===== src/hdl/nvc_pkg.sv =====
package nvc_pkg;

    // Default component width (signed Q1.15)
    localparam int COMPONENT_BITS_DEF = 16;

    // Share scale and fold constants
    localparam int SHARE_SCALE = 126;
    localparam int FOLD_BASE   = 127;
    localparam int FOLD_LIMIT  = 64;

    // Quotient bits: shares never exceed SHARE_SCALE
    localparam int QBITS = 7;
    // First share field width (bits 12..7)
    localparam int A_BITS = 6;
    // Output code width
    localparam int CODE_BITS = 16;

    // Per-beat sign and zero flags that ride along the divider chain
    typedef struct packed {
        logic sx;
        logic sy;
        logic sz;
        logic zero;
    } nvc_flags_t;

endpackage


===== src/hdl/nvc_front.sv =====
// Front cell: signs, magnitudes, sum and scaled numerators
module nvc_front #(
    parameter int COMPONENT_BITS = nvc_pkg::COMPONENT_BITS_DEF
) (
    input  logic                        clk,
    input  logic                        rst_n,
    input  logic                        adv,
    input  logic                        valid_in,
    input  logic [COMPONENT_BITS-1:0]   comp_x,
    input  logic [COMPONENT_BITS-1:0]   comp_y,
    input  logic [COMPONENT_BITS-1:0]   comp_z,
    output logic                        valid_reg,
    output nvc_pkg::nvc_flags_t         flags_reg,
    output logic [COMPONENT_BITS+5:0]   num_a_reg,
    output logic [COMPONENT_BITS+5:0]   num_b_reg,
    output logic [COMPONENT_BITS:0]     sum_reg
);

    localparam int W     = COMPONENT_BITS;
    localparam int SUM_W = W + 1;
    localparam int NUM_W = W + 6;

    logic [W-1:0]        mag_x;
    logic [W-1:0]        mag_y;
    logic [W-1:0]        mag_z;
    logic [SUM_W-1:0]    sum_next;
    logic [NUM_W-1:0]    num_a_next;
    logic [NUM_W-1:0]    num_b_next;
    nvc_pkg::nvc_flags_t flags_next;

    // Magnitudes; the most negative value maps to 2^(W-1) exactly
    assign mag_x = comp_x[W-1] ? (~comp_x + W'(1)) : comp_x;
    assign mag_y = comp_y[W-1] ? (~comp_y + W'(1)) : comp_y;
    assign mag_z = comp_z[W-1] ? (~comp_z + W'(1)) : comp_z;

    assign sum_next = SUM_W'(mag_x) + SUM_W'(mag_y) + SUM_W'(mag_z);

    // 126*m as 128*m - 2*m
    assign num_a_next = (NUM_W'(mag_x) << 7) - (NUM_W'(mag_x) << 1);
    assign num_b_next = (NUM_W'(mag_y) << 7) - (NUM_W'(mag_y) << 1);

    always_comb
    begin
        flags_next.sx   = comp_x[W-1];
        flags_next.sy   = comp_y[W-1];
        flags_next.sz   = comp_z[W-1];
        flags_next.zero = (sum_next == '0);
    end

    // Valid bit
    always_ff @(posedge clk or negedge rst_n)
    begin
        if (!rst_n)
            valid_reg <= 1'b0;
        else if (adv)
            valid_reg <= valid_in;
    end

    // Payload
    always_ff @(posedge clk)
    begin
        if (adv)
        begin
            flags_reg <= flags_next;
            num_a_reg <= num_a_next;
            num_b_reg <= num_b_next;
            sum_reg   <= sum_next;
        end
    end

endmodule


===== src/hdl/nvc_div_cell.sv =====
// Divider cell: one restoring step, one quotient bit for each share
module nvc_div_cell #(
    parameter int COMPONENT_BITS = nvc_pkg::COMPONENT_BITS_DEF,
    parameter int STEP           = 0
) (
    input  logic                          clk,
    input  logic                          rst_n,
    input  logic                          adv,
    input  logic                          valid_in,
    input  nvc_pkg::nvc_flags_t           flags_in,
    input  logic [COMPONENT_BITS+5:0]     rem_a_in,
    input  logic [COMPONENT_BITS+5:0]     rem_b_in,
    input  logic [COMPONENT_BITS:0]       div_in,
    input  logic [nvc_pkg::QBITS-1:0]     q_a_in,
    input  logic [nvc_pkg::QBITS-1:0]     q_b_in,
    output logic                          valid_reg,
    output nvc_pkg::nvc_flags_t           flags_reg,
    output logic [COMPONENT_BITS+5:0]     rem_a_reg,
    output logic [COMPONENT_BITS+5:0]     rem_b_reg,
    output logic [COMPONENT_BITS:0]       div_reg,
    output logic [nvc_pkg::QBITS-1:0]     q_a_reg,
    output logic [nvc_pkg::QBITS-1:0]     q_b_reg
);

    localparam int NUM_W = COMPONENT_BITS + 6;
    localparam int CMP_W = COMPONENT_BITS + nvc_pkg::QBITS;

    logic [CMP_W-1:0]             div_sh;
    logic [CMP_W-1:0]             diff_a;
    logic [CMP_W-1:0]             diff_b;
    logic                         take_a;
    logic                         take_b;
    logic [NUM_W-1:0]             rem_a_next;
    logic [NUM_W-1:0]             rem_b_next;
    logic [nvc_pkg::QBITS-1:0]    q_a_next;
    logic [nvc_pkg::QBITS-1:0]    q_b_next;

    // Divisor aligned to this quotient bit
    assign div_sh = CMP_W'(div_in) << STEP;

    // Trial subtract and restore
    assign take_a = CMP_W'(rem_a_in) >= div_sh;
    assign take_b = CMP_W'(rem_b_in) >= div_sh;
    assign diff_a = CMP_W'(rem_a_in) - div_sh;
    assign diff_b = CMP_W'(rem_b_in) - div_sh;

    assign rem_a_next = take_a ? diff_a[NUM_W-1:0] : rem_a_in;
    assign rem_b_next = take_b ? diff_b[NUM_W-1:0] : rem_b_in;

    always_comb
    begin
        q_a_next       = q_a_in;
        q_b_next       = q_b_in;
        q_a_next[STEP] = take_a;
        q_b_next[STEP] = take_b;
    end

    // Valid bit
    always_ff @(posedge clk or negedge rst_n)
    begin
        if (!rst_n)
            valid_reg <= 1'b0;
        else if (adv)
            valid_reg <= valid_in;
    end

    // Payload
    always_ff @(posedge clk)
    begin
        if (adv)
        begin
            flags_reg <= flags_in;
            rem_a_reg <= rem_a_next;
            rem_b_reg <= rem_b_next;
            div_reg   <= div_in;
            q_a_reg   <= q_a_next;
            q_b_reg   <= q_b_next;
        end
    end

endmodule


===== src/hdl/nvc_pack.sv =====
// Output cell: fold, pack and hold the result beat
module nvc_pack (
    input  logic                          clk,
    input  logic                          rst_n,
    input  logic                          adv,
    input  logic                          valid_in,
    input  nvc_pkg::nvc_flags_t           flags_in,
    input  logic [nvc_pkg::QBITS-1:0]     q_a_in,
    input  logic [nvc_pkg::QBITS-1:0]     q_b_in,
    output logic                          valid_reg,
    output logic [nvc_pkg::CODE_BITS-1:0] code_reg,
    output logic                          zero_reg
);

    localparam logic [nvc_pkg::QBITS-1:0] FOLD_BASE_Q  = nvc_pkg::QBITS'(nvc_pkg::FOLD_BASE);
    localparam logic [nvc_pkg::QBITS-1:0] FOLD_LIMIT_Q = nvc_pkg::QBITS'(nvc_pkg::FOLD_LIMIT);
    localparam int LOW_BITS = nvc_pkg::CODE_BITS - 3;

    logic                          fold;
    logic [nvc_pkg::QBITS-1:0]     a_f;
    logic [nvc_pkg::QBITS-1:0]     b_f;
    logic [nvc_pkg::CODE_BITS-1:0] code_next;

    // Fold into the lower half when the first share is large
    assign fold = q_a_in >= FOLD_LIMIT_Q;
    assign a_f  = fold ? (FOLD_BASE_Q - q_a_in) : q_a_in;
    assign b_f  = fold ? (FOLD_BASE_Q - q_b_in) : q_b_in;

    // Zero vector carries the signs only
    always_comb
    begin
        if (flags_in.zero)
            code_next = {flags_in.sx, flags_in.sy, flags_in.sz, LOW_BITS'(0)};
        else
            code_next = {flags_in.sx, flags_in.sy, flags_in.sz,
                         a_f[nvc_pkg::A_BITS-1:0], b_f};
    end

    // Valid bit
    always_ff @(posedge clk or negedge rst_n)
    begin
        if (!rst_n)
            valid_reg <= 1'b0;
        else if (adv)
            valid_reg <= valid_in;
    end

    // Payload
    always_ff @(posedge clk)
    begin
        if (adv)
        begin
            code_reg <= code_next;
            zero_reg <= flags_in.zero;
        end
    end

endmodule


===== src/hdl/normal_vector_compress_core.sv =====
// Packs a signed three-component direction vector into a 16-bit code: signs of
// x, y, z in bits 15..13, the folded x share floor(126|x|/s) in bits 12..7 and
// the y share, folded alike, in bits 6..0, with s = |x|+|y|+|z|. An all-zero
// vector returns only the sign bits (all zero) and raises zero_vector. One beat
// is taken per cycle while the chain is not stalled. The beat passes nine
// registers: the front cell, loaded on the accepting edge, a chain of seven
// restoring divider cells that each resolve one quotient bit of both shares,
// and the output register. The whole chain stalls together while a result
// waits at the output, so in_ready follows out_ready then.
module normal_vector_compress_core #(
    parameter int COMPONENT_BITS = nvc_pkg::COMPONENT_BITS_DEF
) (
    input  logic                          clk,
    input  logic                          rst_n,
    input  logic                          in_valid,
    output logic                          in_ready,
    input  logic [COMPONENT_BITS-1:0]     comp_x,
    input  logic [COMPONENT_BITS-1:0]     comp_y,
    input  logic [COMPONENT_BITS-1:0]     comp_z,
    output logic                          out_valid,
    input  logic                          out_ready,
    output logic [nvc_pkg::CODE_BITS-1:0] packed_code,
    output logic                          zero_vector
);

    localparam int NUM_W = COMPONENT_BITS + 6;
    localparam int SUM_W = COMPONENT_BITS + 1;
    localparam int NQ    = nvc_pkg::QBITS;

    logic                      adv;
    logic                      valid_s [NQ+1];
    nvc_pkg::nvc_flags_t       flags_s [NQ+1];
    logic [NUM_W-1:0]          rem_a_s [NQ+1];
    logic [NUM_W-1:0]          rem_b_s [NQ+1];
    logic [SUM_W-1:0]          div_s   [NQ+1];
    logic [NQ-1:0]             q_a_s   [NQ+1];
    logic [NQ-1:0]             q_b_s   [NQ+1];

    // Whole chain moves when the output slot is free or being drained
    assign adv      = !out_valid || out_ready;
    assign in_ready = adv;

    nvc_front #(
        .COMPONENT_BITS (COMPONENT_BITS)
    ) u_front (
        .clk       (clk),
        .rst_n     (rst_n),
        .adv       (adv),
        .valid_in  (in_valid),
        .comp_x    (comp_x),
        .comp_y    (comp_y),
        .comp_z    (comp_z),
        .valid_reg (valid_s[0]),
        .flags_reg (flags_s[0]),
        .num_a_reg (rem_a_s[0]),
        .num_b_reg (rem_b_s[0]),
        .sum_reg   (div_s[0])
    );

    assign q_a_s[0] = '0;
    assign q_b_s[0] = '0;

    // Divider chain, most significant quotient bit first
    for (genvar k = 0; k < NQ; k++)
    begin : g_cell
        nvc_div_cell #(
            .COMPONENT_BITS (COMPONENT_BITS),
            .STEP           (NQ - 1 - k)
        ) u_cell (
            .clk       (clk),
            .rst_n     (rst_n),
            .adv       (adv),
            .valid_in  (valid_s[k]),
            .flags_in  (flags_s[k]),
            .rem_a_in  (rem_a_s[k]),
            .rem_b_in  (rem_b_s[k]),
            .div_in    (div_s[k]),
            .q_a_in    (q_a_s[k]),
            .q_b_in    (q_b_s[k]),
            .valid_reg (valid_s[k+1]),
            .flags_reg (flags_s[k+1]),
            .rem_a_reg (rem_a_s[k+1]),
            .rem_b_reg (rem_b_s[k+1]),
            .div_reg   (div_s[k+1]),
            .q_a_reg   (q_a_s[k+1]),
            .q_b_reg   (q_b_s[k+1])
        );
    end

    nvc_pack u_pack (
        .clk       (clk),
        .rst_n     (rst_n),
        .adv       (adv),
        .valid_in  (valid_s[NQ]),
        .flags_in  (flags_s[NQ]),
        .q_a_in    (q_a_s[NQ]),
        .q_b_in    (q_b_s[NQ]),
        .valid_reg (out_valid),
        .code_reg  (packed_code),
        .zero_reg  (zero_vector)
    );

endmodule


===== config.mk =====
export PLATFORM = sky130hd
export DESIGN_NAME = normal_vector_compress_core
export DESIGN_NICKNAME = d
export VERILOG_FILES = /design/src/hdl/nvc_pkg.sv /design/src/hdl/nvc_front.sv /design/src/hdl/nvc_div_cell.sv /design/src/hdl/nvc_pack.sv /design/src/hdl/normal_vector_compress_core.sv
export SDC_FILE = /design/constraint.sdc
export NUM_CORES = 1
export LEC_CHECK = 0
export BUFFER_PORTS_ARGS = -buffer_cell sky130_fd_sc_hd__buf_2
export CORE_MARGIN = 1
export CORE_UTILIZATION = 45
export CTS_CLUSTER_SIZE = 8
export DETAILED_ROUTE_END_ITERATION = 7
export PLACE_DENSITY_LB_ADDON = 0.12
export REMOVE_ABC_BUFFERS = 1
export SYNTH_ARGS = -nofsm -noshare
export SYNTH_HDL_FRONTEND = slang
export SYNTH_SLANG_ARGS = --single-unit

===== constraint.sdc =====
create_clock -name clk -period 19.8 [get_ports clk]
set_clock_uncertainty 0.05 [all_clocks]
set_input_delay 0 -clock clk [delete_from_list [all_inputs] [get_ports clk]]
set_output_delay 0 -clock clk [all_outputs]
set_load 0.03 [all_outputs]

==> results of run 1 <==
[layout make-up]
class	count	area (µm²)	share of cell area, %
inverter	260	983	2.69
tap	950	1190	3.25
clock buffer	88	1950	5.32
multi-input combinational	2149	15900	43.3
timing repair buffer	107	716	1.96
sequential	527	15800	43.1
clock inverter	8	121	0.332
[stage by stage]
step / util, % / cells
after global routing: 51.0 / 4089
after CTS: 51.0 / 4089
final: 51.0 / 4089
after floorplan: - / 2936
after detailed placement: 47.8 / 3968
after global placement: 47.8 / 3968
[per-layer routing]
layer / vias to the layer above / track usage (%) / part of all wire, %
met2: 454 / 46.1 / 56
met1: 10800 / 22.6 / 36
li1: 11300 / - / -
met5: - / 0 / 0
met4: 0 / 12.6 / 5.3
met3: 183 / 2.87 / 2.7
[placed cells by master (no fill, tap or decap), types with 11 or more instances in the layout]
master / Yosys / final
edfxtp_1: 518 / 518
ha_1: 273 / 273
inv_1: 258 / 257
a21oi_1: 202 / 201
nor2_1: 197 / 197
nand2_1: 174 / 174
o21ai_0: 168 / 168
xnor2_1: 134 / 134
xor2_1: 111 / 111
mux2_2: 80 / 80
clkbuf_16: 0 / 76
a21o_1: 75 / 75
buf_2: 7 / 70
nor2b_1: 56 / 56
nor3_1: 55 / 55
nand3_1: 50 / 50
or3_1: 50 / 50
nand2b_1: 45 / 45
o21a_1: 43 / 43
o31ai_1: 34 / 34
fa_1: 29 / 29
and3_1: 28 / 28
nand4_1: 27 / 27
dlygate4sd3_1: 0 / 25
mux2i_1: 24 / 24
a211oi_1: 23 / 23
a31oi_1: 20 / 20
and2_1: 18 / 18
o211ai_1: 17 / 17
a21boi_0: 17 / 17
o21bai_1: 16 / 16
or4_1: 14 / 14
nor4_1: 14 / 13
or2_2: 13 / 13
a31o_2: 12 / 12
clkbuf_1: 33 / 12
o41ai_1: 11 / 11
[Yosys cell counts, types with 24 or more instances]
library cell  number  area share (%)
a21o_1            75             1.7
a21oi_1          202             3.1
and3_1            28            0.53
clkbuf_1          33            0.38
edfxtp_1         518              47
fa_1              29             1.8
ha_1             273              10
inv_1            258             3.0
mux2_2            80             2.8
mux2i_1           24            0.73
nand2_1          174             2.0
nand2b_1          45            0.86
nand3_1           50            0.76
nand4_1           27            0.52
nor2_1           197             2.3
nor2b_1           56             1.1
nor3_1            55            0.84
o21a_1            43            0.99
o21ai_0          168             2.6
o31ai_1           34            0.78
or3_1             50            0.95
xnor2_1          134             3.6
xor2_1           111             3.0
[how the worst max path moves through the flow]
stage	to	slack [ns]	cells after the start
after CTS	u_front.flags_reg[0]	15.10	15
after detailed placement	u_front.flags_reg[0]	14.99	14
final	u_front.flags_reg[0]	15.09	19
after floorplan	g_cell[0].u_cell.div_reg[0]	8.00	2
after global routing	u_front.flags_reg[0]	14.85	19
after global placement	u_front.flags_reg[0]	15.07	15
[worst min-delay path, cell delays in order]
cell	delay [ns]
buf_2	0.11
xor2_1	0.18
xor2_1	0.22
[logic make-up after synthesis]
group | after synthesis
mux | 105
xor+xnor | 245
compound gates | 714
simple gates | 783
fa+ha+maj | 302
buf+inv | 307
flops | 527
==> out/metrics.cfg, run 1 <==
[synth]
avgSynthCellArea_um2 = 11.0
yosys.area_share.simple_pct = 12.1
synth_top_family_by_area = compound AO/OA/AOI/OAI gates
yosysSeqAreaShare_pct = 48.2
synthArstFlopShare_pct = 1.71
synth-xor-area-share_pct = 6.55
synth_edf_count = 518
yosys.area_share.adder_pct = 12.2
ys_ff_latch = 527
synthMuxAreaShare_pct = 3.52
synth_warnings = 0
synthCells = 2983
synth_cell_types = 79
synthFlopType = edfxtp_1
synth_compound_area_share_pct = 13.9
synth_area_mm2 = 0.0328

[global_routing]
grtUsageTotal_pct = 23.1
antenna_found_initial = 1
grt_pass1_vias = 23900
grt_start_max_net_pins = 194
grt_pass1_wl_mm = 131
grt.overflow.total = 0

[cts]
cts_sinks = 527
cts_tree = yes
ctsHoldBuffers = 25
path_clk_slew_ns = 0.05
cts_buffer_depth = 3
cts_setup_buffers = 0
clk_latency_ns = 0.62
cts_buffers = 76
htree_levels = 3
post_cts_resized = 0
root_buffer = clkbuf_16

[die]
dieArea_mm2 = 0.0739
die_x_um = 272
rows = 98
io_pins = 71
core_mm2 = 0.0717
die_h_um = 272
floorplan.initialDensity_pct = 45.7

[setup_path]
ff2ff_setup_slack_ns = 15.61
reg2regPathDepth = 10
timing.rr.start = g_cell[0].u_cell.div_reg[1]
crit_path_frequent_cell = inv_1
rr_endpoint = g_cell[1].u_cell.rem_a_reg[10]
path_delay_family = simple AND/OR/NAND/NOR gates
cp_max_fo = 8
crit_type = primary input to flop
cp_slowest_cell = or4_1
startpoint = comp_x[0]
required_ns = 20.19
path_buf_inv = 5
start_kind = primary input
max_stage_delay_ns = 0.54
arrival_ns = 5.09
critPathCaptureType = flop
cp_cell_sequence = dlygate4sd3_1, buf_2, inv_1, ha_1, nand2b_1, or3_1, o21ai_0, xnor2_1, inv_1, fa_1, inv_1, ha_1, or2_2, a21o_1, a31o_2, a311oi_1, xnor2_1, or4_1, nor4_2

[worst_hold_path]
whs_path_depth = 3
holdCritPathClass = primary input to flop
hp-start = comp_y[13]
hold-path-endpoint = u_front.num_b_reg[20]

[routing]
wirelength_mm = 84.8
antenna_left = 0
first_iter_violations = 1147
routedWlPerCell_um = 20.7
drc = 0
dr.pass1.iters = 5
vias = 22700
via_per_inst = 5.56

[sta]
timing.fmax_mhz = 212
rsz0062_at_grt = no
tightest_slew_ns = 1.11
slew_violations = 0
tns_ns = 0
setup_viol_count_final = 0
min_period_over_period_pct = 23.8
holdWs_ns = 0.0289
hold_viol_final = 0
slew_headroom_pct = 25.5
finalCriticalPeriod_ns = 4.71
worst_slack_ns = 15.09

[placement]
io_buffers = 70
dp_slack_ns = 14.99
placed_area_mm2 = 0.0343
dp_hpwl_mm = 67.4
place.gp.congestion = 0.934

[final_layout]
nets = 3475
antennaDiodeCount = 0
nFillCells = 6328
drive_gt1_share_pct = 9.14
fin_area_mm2 = 0.0366
syn_to_final_growth_pct = 11.7

[run]
drv_cap = 0

[run_status]
status = finished, final reports clean

Power of run 1 is left out: the tool's default activity adds up to more than one toggle a clock period on the data nets, which glitch-free logic cannot reach.
==> run 2: changes to the inputs <==
==> constraint.sdc (replaced) <==
create_clock -name clk -period 3.8 [get_ports clk]
set_clock_uncertainty 0.05 [all_clocks]
set_input_delay 0 -clock clk [delete_from_list [all_inputs] [get_ports clk]]
set_output_delay 0 -clock clk [all_outputs]
set_load 0.03 [all_outputs]
==> out/metrics.cfg, run 2 (synthesized netlist as in run 1, its figures left out) <==
[sta]
setup_viol_count_final = 0  ; unchanged
hold_viol_final = 0  ; unchanged
finalCriticalPeriod_ns = 3.65
holdWs_ns = 0.0195  ; -0.00933 ns
tightest_slew_ns = 1.10  ; -0.0153 ns
tns_ns = 0  ; unchanged
slew_headroom_pct = 26.6  ; +1.0 points
timing.fmax_mhz = 274
rsz0062_at_grt = no
worst_slack_ns = 0.146  ; -14.95 ns
min_period_over_period_pct = 96.2
slew_violations = 0  ; unchanged

[die]
rows = 98  ; unchanged
die_x_um = 272  ; unchanged
core_mm2 = 0.0717  ; unchanged
io_pins = 71  ; unchanged
dieArea_mm2 = 0.0739  ; unchanged
floorplan.initialDensity_pct = 45.7  ; unchanged
die_h_um = 272  ; unchanged

[cts]
cts_tree = yes
root_buffer = clkbuf_16
cts_buffer_depth = 3  ; unchanged
path_clk_slew_ns = 0.05  ; about the same
clk_latency_ns = 0.61  ; about the same
cts_sinks = 527  ; unchanged
htree_levels = 3  ; unchanged
cts_buffers = 76  ; unchanged

[setup_path]
startpoint = comp_z[1]
arrival_ns = 4.03  ; -1.06 ns
ff2ff_setup_slack_ns = 0.24  ; -15.37 ns
cp_cell_sequence = buf_2, or3_1, nand2_1, xor2_1, fa_1, inv_1, ha_1, xor2_1, or4_1, or3_1, or3_1, or4_1, or4_1, nor4_2
start_kind = primary input
rr_endpoint = g_cell[2].u_cell.rem_a_reg[14]
max_stage_delay_ns = 0.53  ; about the same
critPathCaptureType = flop
cp_slowest_cell = fa_1
crit_end = u_front.flags_reg[0]
reg2regPathDepth = 11  ; +1
cp_max_fo = 5  ; -3
required_ns = 4.17  ; -16.02 ns
crit_type = primary input to flop
timing.rr.start = g_cell[1].u_cell.div_reg[3]

[routing]
drc = 0  ; unchanged
first_iter_violations = 1065  ; -7.1%
vias = 23300  ; +2.6%
routedWlPerCell_um = 20.0  ; -3.5%
wirelength_mm = 85.6  ; +0.95%
via_per_inst = 5.45  ; -1.9%
antenna_left = 0  ; unchanged
dr.pass1.iters = 5  ; unchanged

[run_status]
status = finished, final reports clean

[final_layout]
syn_to_final_growth_pct = 16.8
antennaDiodeCount = 0  ; unchanged
layout_commonest_cell = edfxtp_1
drive_gt1_share_pct = 14.9  ; +5.8 points
finish.utilization_pct = 53.3  ; +2.3 points
nets = 3664  ; +5.4%
nFillCells = 6245  ; -1.3%
mostFrequentLayoutCells = 518 x edfxtp_1, 272 x ha_1, 256 x inv_1

[placement]
dp_slack_ns = -0.673  ; -15.66 ns
io_buffers = 70  ; unchanged
dp_hpwl_mm = 69.1  ; +2.5%
place.gp.congestion = 0.930  ; -0.47%

[global_routing]
grt_pass1_vias = 25000  ; +4.5%
grtUsageTotal_pct = 23.3  ; +0.24 points
grt.overflow.total = 0  ; unchanged
grt_start_max_net_pins = 151  ; -22%
grt_pass1_wl_mm = 133  ; +1.6%
antenna_found_initial = 2  ; +1

[worst_hold_path]
holdCritPathClass = primary input to flop

[run]
drv_cap = 0  ; unchanged

run 2: worst min path at each step:
stage                           from                         end  slack [ns]  depth (start not counted)
final                     comp_y[14]       u_front.num_b_reg[21]        0.02                          4
after global routing      comp_y[14]       u_front.num_b_reg[21]        0.04                          4
after CTS                 comp_y[14]       u_front.num_b_reg[21]       0.001                          4
after detailed placement       rst_n            u_pack.valid_reg       -0.19                          1
after global placement         rst_n            u_pack.valid_reg       -0.20                          1
after floorplan                rst_n  g_cell[0].u_cell.valid_reg       -0.35                          0
run 2: final cells by class:
type	count	area, µm²	area share, %
well taps	950	1190	3.11
flip-flops and latches	527	15800	41.2
clock inverters	8	115	0.301
multi-input cells	2149	15900	41.7
inverters	260	983	2.57
clock buffers	87	1960	5.13
repair buffers	296	2280	5.95
run 2: critical path: cells and delay by family:
kind | cells | cell delay (ns)
adders and majority gates | 2 | 0.88
and+or+nand+nor | 8 | 2.71
buffers and inverters | 2 | 0.15
xor gates and xnor gates | 2 | 0.28
run 2: through the flow:
step	area (µm²)	std cells
detailed placement	35900	4159
global placement	35900	4159
finish	38300	4277
global route	38300	4277
CTS	38200	4276
floorplan	32600	2936
run 2: layer usage:
metal / track usage, % / vias up / wire, µm
li1: - / 11600 / -
met3: 2.51 / 207 / 2140
met4: 13.1 / 0 / 4830
met1: 22.2 / 11100 / 30700
met5: 0 / - / 0
met2: 47.4 / 406 / 48000
run 2: timing repair:
item / CTS / global route
setup endpoints to repair: 1 / 1
hold buffers: 22 / 0
resized for setup: 1 / 21
buffers inserted: 0 / 1
hold endpoints to repair: 38 / 0
pin swaps: 0 / 2
Power of run 2 is left out for the same reason.
==> run 3: changes to the inputs <==
--- a/config.mk
+++ b/config.mk
@@ -5,6 +5,7 @@
 export SDC_FILE = /design/constraint.sdc
 export NUM_CORES = 1
 export LEC_CHECK = 0
+export ABC_AREA = 1
 export BUFFER_PORTS_ARGS = -buffer_cell sky130_fd_sc_hd__buf_2
 export CORE_MARGIN = 1
 export CORE_UTILIZATION = 45
==> out/metrics.cfg, run 3 <==
[run_status]
status = finished, final reports clean

[placement]
io_buffers = 70  ; unchanged
dp_hpwl_mm = 77.5  ; +12%
place.gp.congestion = 0.948  ; +1.9%

[synth]
synth_edf_count = 518  ; unchanged
ys_top_cells_by_count = 984 x nand2_1, 525 x inv_1, 518 x edfxtp_1
synthMuxAreaShare_pct = 0.220  ; -3.3 points
synth_compound_area_share_pct = 10.8  ; -3.1 points
yosys.area_share.simple_pct = 22.1  ; +10 points
synthCells = 4078  ; +37%
synth_cell_types = 59  ; -25%
yosysSeqAreaShare_pct = 44.0  ; -4.2 points
synth_warnings = 0  ; unchanged
avgSynthCellArea_um2 = 8.80  ; -20%
synthFlopType = edfxtp_1
ys_ff_latch = 527  ; unchanged
synth.most_common_cell = nand2_1
yosys.area_share.adder_pct = 11.1  ; -1.1 points
synth_area_leaders = edfxtp_1 43%, nand2_1 10%, ha_1 9.5%, inv_1 5.5%, nand3_1 3.6%
yosys.area.top_type_share_pct = 43.3  ; -4.1 points
synthArstFlopShare_pct = 1.71  ; unchanged
synth_area_mm2 = 0.0359  ; +9.6%
synth-xor-area-share_pct = 5.00  ; -1.5 points
synth_top_area_cell = edfxtp_1
synth_top_family_by_area = simple AND/OR/NAND/NOR gates

[setup_path]
cp_slowest_cell = dlygate4sd3_1
crit_path_frequent_cell = nor2_1
rr_endpoint = g_cell[4].u_cell.rem_a_reg[7]
reg2regPathDepth = 9  ; -2
arrival_ns = 3.81  ; -0.22 ns
crit_type = primary input to flop
critPathCaptureType = flop
path_delay_family = buffers and inverters
max_stage_delay_ns = 0.53  ; about the same
ff2ff_setup_slack_ns = 0.78  ; +0.54 ns
cp_max_fo = 7  ; +2
required_ns = 4.11  ; -0.06 ns
start_kind = primary input
path_buf_inv = 6  ; +4
cp_cell_sequence = dlygate4sd3_1, buf_2, inv_2, ha_1, nand3_2, o21ai_4, nand3_1, nand2_1, inv_2, fa_1, inv_1, ha_1, inv_1, o21ai_0, nor2_1, nor2_1, nor2_1, nand2_1, xor2_1, nor2_1, nand2_1, nor2_1
timing.rr.start = g_cell[3].u_cell.div_reg[9]

[final_layout]
antennaDiodeCount = 0  ; unchanged
nets = 4581  ; +25%
finish.utilization_pct = 50.3  ; -3.0 points
drive_gt1_share_pct = 9.03  ; -5.9 points
syn_to_final_growth_pct = 10.8
nFillCells = 7598  ; +22%
mostFrequentLayoutCells = 983 x nand2_1, 524 x inv_1, 518 x edfxtp_1
layout_commonest_cell = nand2_1

[sta]
hold_viol_final = 0  ; unchanged
rsz0062_at_grt = no
timing.fmax_mhz = 286  ; +4.6%
tightest_slew_ns = 0.733  ; -0.366 ns
slew_headroom_pct = 51.1  ; +25 points
finalCriticalPeriod_ns = 3.49  ; -0.161 ns
slew_violations = 0  ; unchanged
min_period_over_period_pct = 91.9  ; -4.2 points
setup_viol_count_final = 0  ; unchanged
holdWs_ns = 0.00764  ; -0.0119 ns

[cts]
cts_tree = yes
root_buffer = clkbuf_16
cts_buffers = 76  ; unchanged
htree_levels = 3  ; unchanged
path_clk_slew_ns = 0.05  ; about the same
clk_latency_ns = 0.63  ; +0.02 ns
cts_buffer_depth = 3  ; unchanged
cts_sinks = 527  ; unchanged

[global_routing]
antenna_found_initial = 0  ; -2
grt_start_max_net_pins = 94  ; -38%
grtUsageTotal_pct = 23.6  ; +0.31 points
grt_pass1_vias = 27400  ; +9.6%
grt_pass1_wl_mm = 148  ; +11%
grt.overflow.total = 0  ; unchanged

[routing]
antenna_left = 0  ; unchanged
routedWlPerCell_um = 18.0  ; -9.9%
drc = 0  ; unchanged
dr.pass1.iters = 5  ; unchanged
first_iter_violations = 1229  ; +15%
via_per_inst = 5.13  ; -5.9%
wirelength_mm = 95.6  ; +12%
vias = 27200  ; +17%

[die]
die_x_um = 284  ; +4.6%
rows = 103  ; +5.1%
core_mm2 = 0.0790  ; +10%
die_h_um = 284  ; +4.6%
floorplan.initialDensity_pct = 45.4  ; -0.23 points
io_pins = 71  ; unchanged
dieArea_mm2 = 0.0809  ; +9.5%

[worst_hold_path]
hp-start = out_ready
hold-path-endpoint = u_pack.valid_reg
whs_path_depth = 4  ; unchanged
holdCritPathClass = primary input to flop

[run]
drv_cap = 0  ; unchanged

==> run 3: cell types whose count changed in the layout (fill, tap and decap cells not counted), sizes merged, moves of 89 or more <==
cell	previous run	this run
buf	274	92
nand2	174	1031
nor2	197	314
inv	264	544
nand3	50	265
o21ai	171	260
==> run 3: final cells by class <==
cell class,count,area [µm²],share of cell area (%)
Multi-Input combinational cell,2965,17700,44.5
Inverter,540,2030,5.12
Timing Repair Buffer,117,828,2.08
Clock buffer,94,1970,4.95
Tap cell,1050,1310,3.30
Sequential cell,527,15800,39.7
Clock inverter,9,154,0.387
==> run 3: repair_timing <==
action | 4_1_cts | 5_1_grt
hold endpoints to repair | 39 | 0
hold buffers | 25 | 0
resized for setup | 0 | 4
buffers inserted | 0 | 0
endpoints found under the setup margin | 0 | 1
==> run 3: how the worst max path moves through the flow <==
stage | from | endpoint | cells past startpoint
5_1_grt | comp_x[0] | u_front.flags_reg[0] | 21
2_1_floorplan | u_pack.valid_reg | g_cell[0].u_cell.valid_reg | 2
3_3_place_gp | comp_z[0] | u_front.flags_reg[0] | 22
3_5_place_dp | comp_z[0] | u_front.flags_reg[0] | 23
4_1_cts | comp_z[0] | u_front.flags_reg[0] | 23
6_report | comp_x[0] | u_front.flags_reg[0] | 22
==> run 3: per-layer routing <==
layer | vias to the layer above | GRT usage, % | wire length (µm)
met1 | 12300 | 24.0 | 36000
met3 | 213 | 2.95 | 2730
met4 | 0 | 15.1 | 6470
met2 | 492 | 45.2 | 50400
li1 | 14200 | - | -
met5 | - | 0 | 0
==> run 3: worst min-delay path: cells and delay by family <==
| kind | cells | cell delay, ns |
|---|---|---|
| buffers and inverters | 2 | 0.17 |
| and+or+nand+nor | 2 | 0.48 |
==> run 3: cell families (layout without fill, tap and decap cells) <==
logic type | Yosys count | count (layout)
adders and majority gates | 302 | 302
muxes | 7 | 7
AOI/OAI and AO/OA | 645 | 645
xor gates and xnor gates | 205 | 205
and+or+nand+nor | 1806 | 1806
buffers and inverters | 586 | 760
DFF | 527 | 527
==> run 3: per-stage QoR <==
step / TNS [ns] / area [µm²] / instances / setup slack (ns)
after floorplan: -4882.07 / 35500 / 4032 / -9.61
after global placement: 0 / 37400 / 5174 / 0.231
after detailed placement: 0 / 37400 / 5174 / 0.204
after CTS: 0 / 39700 / 5302 / 0.299
after global routing: 0 / 39800 / 5302 / 0.0357
final: 0 / 39800 / 5302 / 0.307
Power of run 3 is left out for the same reason.
